<file path="src/adsr_div_cell.sv">
`timescale 1ns / 1ps
// ----------------------------------------------------------------------------
// adsr_div_cell: one quotient bit of a pipelined restoring divider
// Compares the partial remainder against the shifted divisor, subtracts on a
// hit and sets quotient bit BIT, then hands everything to the next cell.
// ----------------------------------------------------------------------------
module adsr_div_cell #(
  parameter int unsigned DW  = 17,
  parameter int unsigned QW  = 17,
  parameter int unsigned SW  = 1,
  parameter int unsigned BIT = 0
) (
  input  logic             clk_i,
  input  logic             rst_ni,
  input  logic             en_i,
  input  logic             valid_i,
  input  logic [DW+QW-1:0] rem_i,
  input  logic [DW-1:0]    den_i,
  input  logic [QW-1:0]    quo_i,
  input  logic [SW-1:0]    side_i,
  output logic             valid_o,
  output logic [DW+QW-1:0] rem_o,
  output logic [DW-1:0]    den_o,
  output logic [QW-1:0]    quo_o,
  output logic [SW-1:0]    side_o
);

  localparam int unsigned RW = DW + QW;

  logic [RW-1:0] shifted;
  logic          hit;
  logic [RW-1:0] rem_d;
  logic [QW-1:0] quo_d;

  assign shifted = RW'(den_i) << BIT;
  assign hit     = (rem_i >= shifted);
  assign rem_d   = hit ? (rem_i - shifted) : rem_i;
  assign quo_d   = quo_i | (QW'(hit) << BIT);

  always_ff @(posedge clk_i or negedge rst_ni) begin
    if (!rst_ni) begin
      valid_o <= 1'b0;
    end else if (en_i) begin
      valid_o <= valid_i;
    end
  end

  always_ff @(posedge clk_i) begin
    if (en_i) begin
      rem_o  <= rem_d;
      den_o  <= den_i;
      quo_o  <= quo_d;
      side_o <= side_i;
    end
  end

endmodule

</file>
<file path="src/adsr_div_chain.sv">
`timescale 1ns / 1ps
// ----------------------------------------------------------------------------
// adsr_div_chain: row of divider cells
// QW cells, most significant quotient bit first, one word in flight per cell.
// ----------------------------------------------------------------------------
module adsr_div_chain #(
  parameter int unsigned DW = 17,
  parameter int unsigned QW = 17,
  parameter int unsigned SW = 1
) (
  input  logic             clk_i,
  input  logic             rst_ni,
  input  logic             en_i,
  input  logic             valid_i,
  input  logic [DW+QW-1:0] num_i,
  input  logic [DW-1:0]    den_i,
  input  logic [SW-1:0]    side_i,
  output logic             valid_o,
  output logic [QW-1:0]    quo_o,
  output logic [SW-1:0]    side_o
);

  localparam int unsigned RW = DW + QW;

  logic          vld_w  [QW+1];
  logic [RW-1:0] rem_w  [QW+1];
  logic [DW-1:0] den_w  [QW+1];
  logic [QW-1:0] quo_w  [QW+1];
  logic [SW-1:0] side_w [QW+1];

  assign vld_w[0]  = valid_i;
  assign rem_w[0]  = num_i;
  assign den_w[0]  = den_i;
  assign quo_w[0]  = '0;
  assign side_w[0] = side_i;

  for (genvar i = 0; i < QW; i++) begin : g_cell
    adsr_div_cell #(
      .DW (DW),
      .QW (QW),
      .SW (SW),
      .BIT(QW - 1 - i)
    ) u_cell (
      .clk_i  (clk_i),
      .rst_ni (rst_ni),
      .en_i   (en_i),
      .valid_i(vld_w[i]),
      .rem_i  (rem_w[i]),
      .den_i  (den_w[i]),
      .quo_i  (quo_w[i]),
      .side_i (side_w[i]),
      .valid_o(vld_w[i+1]),
      .rem_o  (rem_w[i+1]),
      .den_o  (den_w[i+1]),
      .quo_o  (quo_w[i+1]),
      .side_o (side_w[i+1])
    );
  end

  assign valid_o = vld_w[QW];
  assign quo_o   = quo_w[QW];
  assign side_o  = side_w[QW];

endmodule

</file>
<file path="config.mk">
export PLATFORM = sky130hd
export DESIGN_NAME = adsr_div_chain
export DESIGN_NICKNAME = d
export VERILOG_FILES = /design/src/adsr_div_cell.sv /design/src/adsr_div_chain.sv
export SDC_FILE = /design/constraint.sdc
export NUM_CORES = 2
export LEC_CHECK = 0
export ABC_AREA = 0
export BUFFER_PORTS_ARGS = -buffer_cell sky130_fd_sc_hd__buf_4
export CAP_MARGIN = 20
export CORE_MARGIN = 5
export CORE_UTILIZATION = 44
export CTS_CLUSTER_DIAMETER = 60
export CTS_CLUSTER_SIZE = 24
export DETAILED_ROUTE_END_ITERATION = 7
export PLACE_DENSITY = 0.65
export SYNTH_ARGS = -nofsm -noshare
export SYNTH_HDL_FRONTEND = slang
export SYNTH_SLANG_ARGS = --single-unit
</file>
<file path="constraint.sdc">
create_clock -name clk_i -period 8.05 [get_ports clk_i]
set_clock_uncertainty 0.05 [all_clocks]
set_input_delay 1.61 -clock clk_i [delete_from_list [all_inputs] [get_ports clk_i]]
set_output_delay 1.61 -clock clk_i [all_outputs]
set_load 0.03 [all_outputs]
</file>
==> reports/summary.txt <==
Final Hold Viols - 0
I/O pins - 75
Max-slew violation count - 0
Final ANT Viol Nets - 0
Ranking of synthesized cells by area - edfxtp_1 (58%), ha_1 (7.1%), o21ai_0 (2.9%)
Dpl cells - 5812
Unique masters post-synth - 82
Clock latency on the worst-skew pair - 0.69 ns
Reg clk slew, reported paths - 0.08 ns
Starting Density - 44.5%
Arr. time, crit path - 4.74 ns
Die area - 123000 µm²
Most frequent cell after synthesis - edfxtp_1
Min cycle time layout - 4.38 ns
# rows - 124
CORE AREA - 115000 µm²
Post-synthesis mux area share - 1.42%
Final period util - 54.4%
Crit end category - register
First-pass GRT wire length - 161000 µm
Crit Path Class - reg -> reg
Largest family of logic cells by synthesized area - simple AND/OR/NAND/NOR gates
Core Util, Final - 49.6%
Worst hold path type - reg -> reg
Placer Congestion - 0.912
Initial antenna violation count - 0
RSZ-0062 raised after global routing - no
Syn Inst Count - 4270
CP max-delay cell - and2_1
FILL cells - 9938
Final setup fails - 0
Max-Slew Margin vs Limit - 29.7%
Non-filler cells, final - 5989
Ys Warns - 0
Post-CTS setup buffers - 0
Crit-path cells - or4_1 > nor4_2 > nand4bb_1 > nor4b_1 > o31a_1 > and2_1 > inv_2 > nand4b_1 > xnor2_1
# clock sinks - 1003
Met3 WL - 2380 µm
DR top layer - met4
Post-synthesis adder-cell area fraction - 7.72%
Clock buffer depth - 3
Post-Syn Area per Cell - 11.9 µm²
GRT Util Overall - 16.2%
Synth top area share - 58.1%
Root buffer cell - clkbuf_16
Area Growth Syn to Fin - 11.5%
Synth Area in Simple Gates - 11.6%
Worst path max stage delay - 0.71 ns
Post-synth top cells - edfxtp_1 (986), inv_1 (385), nand2_1 (361), o21ai_0 (295), ha_1 (289)
DR DRC count - 0
Largest net degree at the start of global routing - 125
Routed met1 length - 34400 µm
Routed length per instance - 16.6 µm
MaxCap Viol Count - 0
Status - complete, no violations
Vias in the first global route - 33170
Critical path startpoint category - register
Synth Area in XOR/XNOR - 5.57%
Hpwl dp - 74300 µm
P per Cell Area - 326 nW/µm²
Max Fclk - 0.228 GHz
Drt total wl - 99200 µm
Cell Area, Synth - 51000 µm²
Final nets - 4759
Worst EP required - 8.41 ns
Synth Register Bits - 1003
Worst Path Max Fanout - 28
Post-synthesis compound-gate area fraction - 11.3%
Seq/Total Area, Yosys - 58.9%
Met2 wire len - 55400 µm
Ys flop type - edfxtp_1
Share of layout cells above drive strength 1 - 8.36%
Die span in y - 350 µm
Die X - 350 µm
Initial drt markers - 1570
Leakage power - 21.6 nW
Setup_tns - 0 ns
Yosys top cell by area - edfxtp_1
VDD IR-drop max - 165 µV
CTS Buf Count - 93
Remaining Overflow, GRT - 0
Via count - 31974
CTS tree - built
Reg2reg setup slack - 3.67 ns
Mapped Nets - 4631
TritonRoute pass-1 iters - 5
CTS H-tree depth - 3
EDFF count, synth - 986
Async set-or-reset flop fraction in the synthesized netlist - 1.69%
CTS resizes - 0
Port Buffer Count - 74
Vias per cell - 5.34
Slew of the pin with the lowest slew margin - 1.05 ns
Hold buffers post-CTS - 0
-- logic make-up (layout without fill, tap and decap cells) --
family	count (synthesis)	after routing
flip-flops	1003	1003
AND/OR/NAND/NOR	1183	1183
other	0	1
multiplexers	65	65
XOR/XNOR	324	324
buffers and inverters	464	670
adder cells (fa/ha/maj)	305	305
AO/OA/AOI/OAI	926	926
-- cell type report --
class	instances	area [µm²]	area share [%]
Tap cell	1512	1890	3.33
Multi-Input combinational cell	2803	19300	33.9
Antenna cell	1	2.50	0.00440
Clock buffer	95	2360	4.14
Timing Repair Buffer	110	908	1.60
Clock inverter	78	951	1.67
Sequential cell	1003	30000	52.8
Inverter	387	1450	2.56
-- per-stage QoR --
step           total power, mW  setup slack, ns  instance area (µm²)  hold WS, ns
2_1_floorplan             12.4             3.78                51000        0.350
3_3_place_gp              13.8             2.57                53500        0.351
3_5_place_dp              14.0             2.54                53500        0.355
4_1_cts                   18.7             3.31                56800        0.364
5_1_grt                   19.7             3.45                56900        0.365
6_report                  18.5             3.67                56900        0.360
-- power breakdown --
group	switching, mW	leakage [nW]	internal (mW)
clock network	2.20	1.59	2.42
logic	3.46	10.3	2.62
registers	0.612	9.70	7.20
total	6.28	21.6	12.2
-- state kept, by name, summed over array words and instances, names as in the netlist --
register and count:
g_cell.u_cell.den_o 272, g_cell.u_cell.quo_o 153, g_cell.u_cell.rem_o 544, g_cell.u_cell.side_o 17, g_cell.u_cell.valid_o 17
-- metal layers --
metal	up-vias	GRT usage [%]
met2	549	32.8
met3	332	2.15
met5	-	0
met1	14998	14.9
met4	0	10.3
li1	16095	-
-- final timing paths --
| kind | startpoint | endpoint | cells after the start |
|---|---|---|---|
| hold reg to reg | g_cell[12].u_cell.quo_o[16] | g_cell[13].u_cell.quo_o[16] | 0 |
| min in group asynchronous | rst_ni | g_cell[1].u_cell.valid_o | 1 |
| setup reg to reg | g_cell[12].u_cell.rem_o[22] | g_cell[13].u_cell.rem_o[27] | 9 |
| setup / recovery | g_cell[12].u_cell.rem_o[22] | g_cell[13].u_cell.rem_o[27] | 9 |
| hold / removal | g_cell[12].u_cell.quo_o[16] | g_cell[13].u_cell.quo_o[16] | 0 |
| max in group asynchronous | rst_ni | g_cell[9].u_cell.valid_o | 1 |
-- worst max-delay path: cells and delay by family (launching register included) --
kind,cells,cell delay (ns)
AND/OR/NAND/NOR,6,2.84
buffers and inverters,1,0.45
flip-flops,1,0.42
AO/OA/AOI/OAI,1,0.29
XOR/XNOR,1,0.08
-- layout by cell type, fill, tap and decap left out, types with 23 or more instances in the layout --
master     count
nand2b_1      47
nand2_1      361
nor4b_1       26
nor3_1       103
nand4_1       50
a211oi_1      32
edfxtp_1     986
o31ai_1       30
clkbuf_16     94
nand3_1       77
nor2_1       231
inv_1        385
ha_1         289
or3_1         54
xnor2_1      159
buf_4        102
xor2_1       165
mux2_2        58
o21a_1        44
a21o_1        95
nor2b_1       43
a21oi_1      240
o21ai_0      293
nor4_1        68
o211ai_1      23
(Power assumes the default switching activity.)
